$ cat src/hdl/stb_pkg.sv
package stb_pkg;

  // default channel count
  localparam int STB_CHANNELS = 8;

  // register reset and counter limits
  localparam logic [15:0] TPS_RESET = 16'd990;
  localparam logic [30:0] RUN_WRAP  = 31'h7fffffff;
  localparam logic [30:0] RUN_LAST  = 31'h7ffffffe;
  localparam logic [5:0]  SEC_MAX   = 6'd59;
  localparam logic [5:0]  MIN_MAX   = 6'd59;
  localparam logic [4:0]  HOUR_MAX  = 5'd23;

  // item kinds
  localparam logic [2:0] KIND_TICK   = 3'd0;
  localparam logic [2:0] KIND_CREATE = 3'd1;
  localparam logic [2:0] KIND_DELETE = 3'd2;
  localparam logic [2:0] KIND_CHECK  = 3'd3;
  localparam logic [2:0] KIND_DELAY  = 3'd4;

  // result status codes
  localparam logic [1:0] ST_OK     = 2'd0;
  localparam logic [1:0] ST_BAD_ID = 2'd1;
  localparam logic [1:0] ST_IN_USE = 2'd2;
  localparam logic [1:0] ST_FREE   = 2'd3;

  typedef struct packed {
    logic [2:0]  kind;
    logic [7:0]  timer_id;
    logic [31:0] period;
    logic        auto_reload;
    logic [15:0] delay_ms;
  } cmd_t;

  typedef struct packed {
    logic [1:0]  status;
    logic [7:0]  expired_mask;
    logic        check_expired;
    logic        delay_done;
    logic [30:0] run_time;
    logic [4:0]  hours;
    logic [5:0]  minutes;
    logic [5:0]  seconds;
  } rsp_t;

  // controller to datapath
  typedef struct packed {
    logic latch;
    logic tick_start;
    logic exec_op;
    logic walk_step;
    logic load_out;
  } ctrl_cmd_t;

  // datapath to controller
  typedef struct packed {
    logic is_tick;
    logic walk_done;
    logic out_free;
  } dp_stat_t;

  // one channel memory word
  typedef struct packed {
    logic [31:0] reload;
    logic [31:0] count;
  } chan_word_t;

endpackage

$ cat src/hdl/stb_ctrl.sv
module stb_ctrl
  import stb_pkg::*;
(
  input  logic       clk,
  input  logic       rst,
  input  logic       cmd_valid,
  input  dp_stat_t   stat,
  output ctrl_cmd_t  ctl,
  output logic       busy
);

  typedef enum logic [1:0] {
    S_IDLE,
    S_EXEC,
    S_WALK,
    S_FINISH
  } state_t;

  state_t state;

  // commands decoded from the current state
  always_comb begin
    ctl            = '0;
    ctl.latch      = (state == S_IDLE) && cmd_valid;
    ctl.tick_start = (state == S_EXEC) && stat.is_tick;
    ctl.exec_op    = (state == S_EXEC) && !stat.is_tick;
    ctl.walk_step  = (state == S_WALK);
    ctl.load_out   = (state == S_FINISH) && stat.out_free;
  end

  // state and registered stall
  always_ff @(posedge clk) begin
    if (rst) begin
      state <= S_IDLE;
      busy  <= 1'b0;
    end else begin
      case (state)
        S_IDLE: begin
          if (cmd_valid) begin
            state <= S_EXEC;
            busy  <= 1'b1;
          end
        end
        S_EXEC: begin
          state <= stat.is_tick ? S_WALK : S_FINISH;
        end
        S_WALK: begin
          if (stat.walk_done) begin
            state <= S_FINISH;
          end
        end
        S_FINISH: begin
          if (stat.out_free) begin
            state <= S_IDLE;
            busy  <= 1'b0;
          end
        end
        default: begin
          state <= S_IDLE;
          busy  <= 1'b0;
        end
      endcase
    end
  end

`ifndef SYNTHESIS
  a_idle_not_busy: assert property (@(posedge clk) disable iff (rst)
    (state == S_IDLE) |-> !busy)
    else $error("stall raised while idle");

  a_latch_to_exec: assert property (@(posedge clk) disable iff (rst)
    ctl.latch |=> (state == S_EXEC) && busy)
    else $error("accepted item not executed");
`endif

endmodule

$ cat src/hdl/stb_datapath.sv
module stb_datapath
  import stb_pkg::*;
#(
  parameter int CHANNELS = STB_CHANNELS
) (
  input  logic        clk,
  input  logic        rst,
  input  cmd_t        cmd,
  input  logic        rsp_stall,
  output logic        rsp_valid,
  output rsp_t        rsp,
  input  logic        cfg_valid,
  output logic        cfg_ready,
  input  logic [15:0] cfg_data,
  input  ctrl_cmd_t   ctl,
  output dp_stat_t    stat
);

  localparam int IDX_W = (CHANNELS > 1) ? $clog2(CHANNELS) : 1;
  localparam int CNT_W = $clog2(CHANNELS + 1);
  localparam logic [CNT_W-1:0] CNT_LIM  = CNT_W'(CHANNELS);
  localparam logic [IDX_W-1:0] IDX_LAST = IDX_W'(CHANNELS - 1);
  localparam logic [8:0]       ID_LIM   = 9'(CHANNELS);

  // configuration and latched item
  logic [15:0] tps;
  cmd_t        item;

  // per-channel bits
  logic [CHANNELS-1:0] chan_flag;
  logic [CHANNELS-1:0] chan_auto;
  logic [CHANNELS-1:0] chan_used;
  logic [CHANNELS-1:0] ent_ok;

  // channel count and reload store
  chan_word_t mem [CHANNELS];
  chan_word_t rd_word;
  logic             mem_we;
  logic [IDX_W-1:0] mem_waddr;
  chan_word_t       mem_wdata;
  logic             rd_issue;
  logic [IDX_W-1:0] mem_raddr;

  // walk pipeline
  logic [CNT_W-1:0] rd_idx;
  logic [IDX_W-1:0] wb_idx;
  logic             wb_valid;
  logic [31:0]      wb_count;
  logic [31:0]      wb_reload;
  logic [31:0]      wb_dec;
  logic             wb_live;
  logic             wb_hit;
  logic             wb_auto;

  // global counters
  logic [15:0] delay_left;
  logic        delay_flag;
  logic [30:0] tick_total;
  logic [15:0] sec_prescale;
  logic [5:0]  clock_sec;
  logic [5:0]  clock_min;
  logic [4:0]  clock_hour;
  logic [15:0] pre_inc;
  logic [15:0] limit;
  logic        sec_step;
  logic        min_step;
  logic        hour_step;

  // decode of management items
  logic             id_ok;
  logic [IDX_W-1:0] id_idx;
  logic [1:0]       ex_status;
  logic             ex_chk;
  logic             do_create;
  logic             do_delete;
  logic             do_delay;

  // result registers
  logic [1:0] res_status;
  logic       res_chk;
  logic [7:0] exp_mask;

  assign cfg_ready = 1'b1;

  // ticks per second register
  always_ff @(posedge clk) begin
    if (rst) begin
      tps <= TPS_RESET;
    end else if (cfg_valid) begin
      tps <= cfg_data;
    end
  end

  // item register
  always_ff @(posedge clk) begin
    if (ctl.latch) begin
      item <= cmd;
    end
  end

  // management decode
  assign id_ok  = {1'b0, item.timer_id} < ID_LIM;
  assign id_idx = item.timer_id[IDX_W-1:0];

  always_comb begin
    ex_status = ST_OK;
    ex_chk    = 1'b0;
    do_create = 1'b0;
    do_delete = 1'b0;
    do_delay  = 1'b0;
    case (item.kind)
      KIND_CREATE: begin
        if (!id_ok) begin
          ex_status = ST_BAD_ID;
        end else if (chan_used[id_idx]) begin
          ex_status = ST_IN_USE;
        end else begin
          do_create = 1'b1;
        end
      end
      KIND_DELETE: begin
        if (!id_ok) begin
          ex_status = ST_BAD_ID;
        end else if (!chan_used[id_idx]) begin
          ex_status = ST_FREE;
        end else begin
          do_delete = 1'b1;
        end
      end
      KIND_CHECK: begin
        if (!id_ok) begin
          ex_status = ST_BAD_ID;
        end else if (!chan_used[id_idx]) begin
          ex_status = ST_FREE;
        end else begin
          ex_chk = chan_flag[id_idx];
        end
      end
      KIND_DELAY: begin
        do_delay = (item.delay_ms != 16'd0);
      end
      default: begin
      end
    endcase
  end

  // countdown of the channel being written back
  always_comb begin
    wb_count  = ent_ok[wb_idx] ? rd_word.count : 32'd0;
    wb_reload = ent_ok[wb_idx] ? rd_word.reload : 32'd0;
    wb_dec    = wb_count - 32'd1;
    wb_auto   = chan_auto[wb_idx];
    wb_live   = ctl.walk_step && wb_valid && (wb_count != 32'd0);
    wb_hit    = wb_live && (wb_dec == 32'd0);
  end

  // memory port selection
  always_comb begin
    rd_issue  = ctl.tick_start || (ctl.walk_step && (rd_idx < CNT_LIM));
    mem_raddr = ctl.tick_start ? '0 : rd_idx[IDX_W-1:0];
    mem_we    = (ctl.exec_op && do_create) || wb_live;
    mem_waddr = ctl.exec_op ? id_idx : wb_idx;
    if (ctl.exec_op) begin
      mem_wdata.reload = item.period;
      mem_wdata.count  = item.period;
    end else begin
      mem_wdata.reload = wb_reload;
      mem_wdata.count  = (wb_hit && wb_auto) ? wb_reload : wb_dec;
    end
  end

  // channel store write port
  always_ff @(posedge clk) begin
    if (mem_we) begin
      mem[mem_waddr] <= mem_wdata;
    end
  end

  // channel store read port
  always_ff @(posedge clk) begin
    if (rd_issue) begin
      rd_word <= mem[mem_raddr];
    end
  end

  // walk counters
  always_ff @(posedge clk) begin
    if (rst) begin
      rd_idx   <= '0;
      wb_idx   <= '0;
      wb_valid <= 1'b0;
    end else if (ctl.tick_start) begin
      rd_idx   <= CNT_W'(1);
      wb_idx   <= '0;
      wb_valid <= 1'b1;
    end else if (ctl.walk_step) begin
      if (rd_idx < CNT_LIM) begin
        rd_idx   <= rd_idx + CNT_W'(1);
        wb_idx   <= rd_idx[IDX_W-1:0];
        wb_valid <= 1'b1;
      end else begin
        wb_valid <= 1'b0;
      end
    end
  end

  // per-channel flag, mode, use and entry-valid bits
  always_ff @(posedge clk) begin
    if (rst) begin
      chan_flag <= '0;
      chan_auto <= '0;
      chan_used <= '0;
      ent_ok    <= '0;
    end else begin
      if (ctl.exec_op && do_create) begin
        chan_flag[id_idx] <= 1'b0;
        chan_auto[id_idx] <= item.auto_reload;
        chan_used[id_idx] <= 1'b1;
        ent_ok[id_idx]    <= 1'b1;
      end
      if (ctl.exec_op && do_delete) begin
        chan_flag[id_idx] <= 1'b0;
        chan_auto[id_idx] <= 1'b0;
        chan_used[id_idx] <= 1'b0;
        ent_ok[id_idx]    <= 1'b0;
      end
      if (wb_hit) begin
        chan_flag[wb_idx] <= !wb_auto;
      end
    end
  end

  // seconds prescaler and clock carries
  always_comb begin
    pre_inc   = sec_prescale + 16'd1;
    limit     = (tps == 16'd0) ? 16'd1 : tps;
    sec_step  = (pre_inc >= limit);
    min_step  = sec_step && (clock_sec == SEC_MAX);
    hour_step = min_step && (clock_min == MIN_MAX);
  end

  // delay, run time and clock
  always_ff @(posedge clk) begin
    if (rst) begin
      delay_left   <= '0;
      delay_flag   <= 1'b0;
      tick_total   <= '0;
      sec_prescale <= '0;
      clock_sec    <= '0;
      clock_min    <= '0;
      clock_hour   <= '0;
    end else if (ctl.tick_start) begin
      if (delay_left != 16'd0) begin
        delay_left <= delay_left - 16'd1;
        if (delay_left == 16'd1) begin
          delay_flag <= 1'b1;
        end
      end
      tick_total   <= (tick_total == RUN_LAST) ? 31'd0 : tick_total + 31'd1;
      sec_prescale <= sec_step ? 16'd0 : pre_inc;
      if (sec_step) begin
        clock_sec <= min_step ? 6'd0 : clock_sec + 6'd1;
      end
      if (min_step) begin
        clock_min <= hour_step ? 6'd0 : clock_min + 6'd1;
      end
      if (hour_step) begin
        clock_hour <= (clock_hour == HOUR_MAX) ? 5'd0 : clock_hour + 5'd1;
      end
    end else if (ctl.exec_op && do_delay) begin
      delay_left <= (item.delay_ms == 16'd1) ? 16'd2 : item.delay_ms;
      delay_flag <= 1'b0;
    end
  end

  // per-item result fields
  always_ff @(posedge clk) begin
    if (ctl.tick_start) begin
      res_status <= ST_OK;
      res_chk    <= 1'b0;
      exp_mask   <= '0;
    end else if (ctl.exec_op) begin
      res_status <= ex_status;
      res_chk    <= ex_chk;
      exp_mask   <= '0;
    end else if (wb_hit) begin
      exp_mask <= exp_mask | (8'd1 << wb_idx);
    end
  end

  // output register
  always_ff @(posedge clk) begin
    if (rst) begin
      rsp_valid <= 1'b0;
    end else if (ctl.load_out) begin
      rsp_valid <= 1'b1;
    end else if (!rsp_stall) begin
      rsp_valid <= 1'b0;
    end
  end

  always_ff @(posedge clk) begin
    if (ctl.load_out) begin
      rsp.status        <= res_status;
      rsp.expired_mask  <= exp_mask;
      rsp.check_expired <= res_chk;
      rsp.delay_done    <= delay_flag;
      rsp.run_time      <= tick_total;
      rsp.hours         <= clock_hour;
      rsp.minutes       <= clock_min;
      rsp.seconds       <= clock_sec;
    end
  end

  // status to the controller
  assign stat.is_tick   = (item.kind == KIND_TICK);
  assign stat.walk_done = wb_valid && (wb_idx == IDX_LAST);
  assign stat.out_free  = !rsp_valid || !rsp_stall;

`ifndef SYNTHESIS
  a_walk_ports_apart: assert property (@(posedge clk) disable iff (rst)
    (ctl.walk_step && wb_valid && rd_issue) |-> (wb_idx != rd_idx[IDX_W-1:0]))
    else $error("walk read and write hit the same channel");

  a_mask_only_tick: assert property (@(posedge clk) disable iff (rst)
    (ctl.load_out && !stat.is_tick) |-> (exp_mask == 8'd0))
    else $error("expiry mask set on a non-tick item");

  a_counters_in_range: assert property (@(posedge clk) disable iff (rst)
    ctl.load_out |-> (clock_hour <= HOUR_MAX && clock_min <= MIN_MAX &&
                      clock_sec <= SEC_MAX && tick_total != RUN_WRAP))
    else $error("clock or run time out of range");
`endif

endmodule

$ cat src/hdl/soft_timer_bank_with_clock.sv
// tick item: walked over every channel, then loaded into the output register
// create, delete, check, delay items: executed, then loaded; cmd_stall is high until then
// a tick's length is set by the channel store walk, one read and one write per cycle
// a waiting result sits in the output register while the next item is accepted
// synchronous active-high reset clears all channels, counters and the clock at once;
// ticks_per_second returns to 990
module soft_timer_bank_with_clock
  import stb_pkg::*;
#(
  parameter int CHANNELS = STB_CHANNELS
) (
  input  logic        clk,
  input  logic        rst,
  input  logic        cmd_valid,
  output logic        cmd_stall,
  input  cmd_t        cmd,
  output logic        rsp_valid,
  input  logic        rsp_stall,
  output rsp_t        rsp,
  input  logic        cfg_valid,
  output logic        cfg_ready,
  input  logic [15:0] cfg_data
);

  ctrl_cmd_t ctl;
  dp_stat_t  stat;
  logic      busy;

  assign cmd_stall = busy;

  // sequencer
  stb_ctrl u_ctrl (
    .clk       (clk),
    .rst       (rst),
    .cmd_valid (cmd_valid),
    .stat      (stat),
    .ctl       (ctl),
    .busy      (busy)
  );

  // channel store, counters and output register
  stb_datapath #(
    .CHANNELS (CHANNELS)
  ) u_datapath (
    .clk       (clk),
    .rst       (rst),
    .cmd       (cmd),
    .rsp_stall (rsp_stall),
    .rsp_valid (rsp_valid),
    .rsp       (rsp),
    .cfg_valid (cfg_valid),
    .cfg_ready (cfg_ready),
    .cfg_data  (cfg_data),
    .ctl       (ctl),
    .stat      (stat)
  );

endmodule

$ cat config.mk
export PLATFORM = sky130hd
export DESIGN_NAME = soft_timer_bank_with_clock
export DESIGN_NICKNAME = d
export VERILOG_FILES = /design/src/hdl/stb_pkg.sv /design/src/hdl/stb_ctrl.sv /design/src/hdl/stb_datapath.sv /design/src/hdl/soft_timer_bank_with_clock.sv
export SDC_FILE = /design/constraint.sdc
export NUM_CORES = 1
export LEC_CHECK = 0
export BUFFER_PORTS_ARGS = -buffer_cell sky130_fd_sc_hd__buf_2
export CELL_PAD_IN_SITES_DETAIL_PLACEMENT = 0
export CELL_PAD_IN_SITES_GLOBAL_PLACEMENT = 1
export CORE_ASPECT_RATIO = 2
export CORE_UTILIZATION = 45
export DETAILED_ROUTE_END_ITERATION = 12
export PLACE_DENSITY = 0.69
export REMOVE_ABC_BUFFERS = 1
export SLEW_MARGIN = 10
export SYNTH_ARGS = -nofsm -noshare
export SYNTH_HDL_FRONTEND = slang
export SYNTH_HIERARCHICAL = 1
export SYNTH_SLANG_ARGS = --single-unit
$ cat constraint.sdc
create_clock -name clk -period 17.6 [get_ports clk]
set_input_delay 0 -clock clk [delete_from_list [all_inputs] [get_ports clk]]
set_output_delay 0 -clock clk [all_outputs]
set_load 0.005 [all_outputs]
==> results.yml <==
critical_path:
  r2r_slack_ps: 11470
  endpoint_kind: "flop"
  startpoint_type: "flop"
  cp_max_fo: 23
  required_ps: 17970
  path_class: "flop to flop"
  cp.arrival_ps: 6500
timing:
  fin_ws_ps: 11470
  slew-limit-headroom_pct: 23.47
  fin_setup_tns_ps: 0
  slew_violations: 0
  hold_viol: 0
  fin_crit_ps: 6127
  rsz0062_at_grt: "no"
  fin_crit_sh_pct: 34.81
  setup_viol: 0
  hold_slack_ps: 40.25
  fmax_mhz: 163.2
  clock-skew-final_ps: 29.33
  tightest_slew_ps: 1137
synth:
  yosysMostFrequentCell: "edfxtp_1"
  netlist_area_um2: 34680
  ys_top_cells_by_count: "edfxtp_1 (696), nand2_1 (161), dfxtp_1 (152)"
  synth_cell_types: 84
  yosysWarnings: 6
  yosysSeqAreaShare_pct: 69.05
  syn_avg_cell_area_um2: 15.49
  synth.area.top_cells: "edfxtp_1 (60%), dfxtp_1 (8.8%), mux4_2 (8.6%)"
  synth-main-ff-cell: "edfxtp_1"
  yosysTopAreaCellShare_pct: 60.27
  ys_ff_latch: 848
  async_flop_share_pct: 0
  postSynthCellCount: 2238
  yosys.area.top_type: "edfxtp_1"
  synth_edf_count: 696
cells_and_area:
  stdcell_count: 3569
  nNetsFinal: 2604
  syn_to_final_growth_pct: 16.01
  drive_gt1_share_pct: 21.26
  antenna_cells: 0
outcome:
  status: "complete, no violations"
clocking:
  tritoncts: "done"
  post_cts_buffers: 0
  numCtsBuffers: 76
  clock_latency_ps: 670
  path_clk_slew_ps: 70
  htreeDepth: 3
  cts_buffer_depth: 3
  cts-root-buf: "clkbuf_16"
  ctsResizeCount: 0
  cts.sinks: 848
routing:
  routed_wl_mm: 87.30
  viasPerCell: 5.724
  vias: 20430
  dr.pass1.iters: 5
  drtIter0Drc: 1424
  drtAntennaViolNets: 0
  avgRoutedWirePerCell_um: 24.46
  route.detailed.drc: 0
place:
  gp_congestion: 0.8959
  dp_cells: 3304
  dp_hpwl_mm: 53.32
  dp_slack_ps: 11590
  io_buffers: 142
grt:
  grt_max_degree: 124
  antenna_found_initial: 1
  grt_pass1_wl_mm: 130.7
  grt_pass1_vias: 21490
  gr-total-overflow: 0
  grt.total_usage_pct: 22.84
pwr:
  p_per_area_nw_per_um2: 125.4
  p_leak_nw: 13.42
  peakVddDrop_v: 0.00009880
die:
  rows: 143
  die_y_um: 394.6
  die_area_um2: 78240
  chipWidth_um: 198.3
  initial_utilization_pct: 45.60
  coreArea_um2: 76040
  ios: 144
hold_path:
  hold_class: "primary input to flop"
run:
  maxCapViolCount: 0
## layer usage
| metal | vias to the layer above | track usage, % | wire length [um] |
|---|---|---|---|
| met4 | 0 | 11.34 | 4056 |
| li1 | 9225 | - | - |
| met5 | - | 0 | 0 |
| met1 | 10410 | 24.81 | 31900 |
| met3 | 190 | 3.187 | 3761 |
| met2 | 601 | 42.58 | 47580 |
## registers in the layout, indices dropped and copies added (netlist names), 16 cells and up
register / flops
u_datapath/delay_left: 16
u_datapath/rd_word: 64
u_datapath/item: 57
u_datapath/rsp: 60
u_datapath/tick_total: 31
u_datapath/tps: 16
u_datapath/sec_prescale: 16
u_datapath/mem: 512
## per-stage QoR
step                      cell area, um2  utilization [%]  total power, W
final                              40230            52.90        0.005043
after global routing               40230            52.90        0.005238
after CTS                          40230            52.90        0.005097
after detailed placement           36450            47.93        0.003371
after global placement             36450            47.93        0.003349
after floorplan                    34150                -        0.003075
## area by class of cell
class / instances / area [um2]
Clock inverter: 52 / 556.8
Sequential cell: 848 / 23950
Clock buffer: 89 / 1982
Fill cell: 6198 / 35810
Multi-Input combinational cell: 1221 / 10120
Tap cell: 1015 / 1270
Inverter: 53 / 198.9
Timing Repair Buffer: 291 / 2152
## report_power, final
part           switching [W]  internal (W)  total [W]
combinational       0.000504      0.000290   0.000794
sequential          0.000116       0.00243    0.00255
clock               0.000761      0.000939    0.00170
## worst max-delay path: stages, from the launching register on
cell and delay (ps):
dfxtp_1 770, mux2_2 410, o22ai_1 160, a21oi_1 180, and2_2 320, nand2_1 110, ha_1 750, clkinv_1 490
a2111oi_0 620, nand4_1 170, or4_4 530, nor4_4 220, buf_4 430, nand2_1 110, a32oi_1 520
## worst paths after layout
check	startpoint	cells after the start	endpoint
worst max-delay path	u_datapath/wb_idx[1]	14	u_datapath/mem[2][19]
worst min register to register	u_datapath/exp_mask[1]	0	u_datapath/rsp[51]
worst min-delay path	rst	3	u_datapath/rd_idx[0]
worst max register to register	u_datapath/wb_idx[1]	14	u_datapath/mem[2][19]
## kinds of logic after synthesis
group / after synthesis / share of synthesized area (%)
xor gates and xnor gates: 61 / 1.541
and+or+nand+nor: 587 / 8.541
buffers and inverters: 169 / 2.078
adders and majority gates: 32 / 1.155
DFF: 848 / 69.05
AOI/OAI and AO/OA: 307 / 5.889
other: 1 / 0.01081
muxes: 233 / 11.74
## cells in the final DEF, fill, tap and decap left out, drive strengths merged, types with 50 or more instances in the layout
| cell type | netlist | routed |
|---|---|---|
| clkbuf | 89 | 89 |
| a21oi | 77 | 77 |
| nor2 | 135 | 135 |
| nand2 | 161 | 161 |
| inv | 52 | 58 |
| mux4 | 132 | 132 |
| o21ai | 68 | 68 |
| nand3 | 50 | 50 |
| edfxtp | 696 | 696 |
| mux2 | 69 | 69 |
| buf | 25 | 167 |
| dlygate4sd3 | 1 | 124 |
| dfxtp | 152 | 152 |
## timing repair
action                                  in CTS  in global routing
endpoints found under the hold margin       80                  0
endpoints found under the setup margin       0                  0
hold buffers                               124                  0
Note: power is estimated with default switching activity, not from simulation.
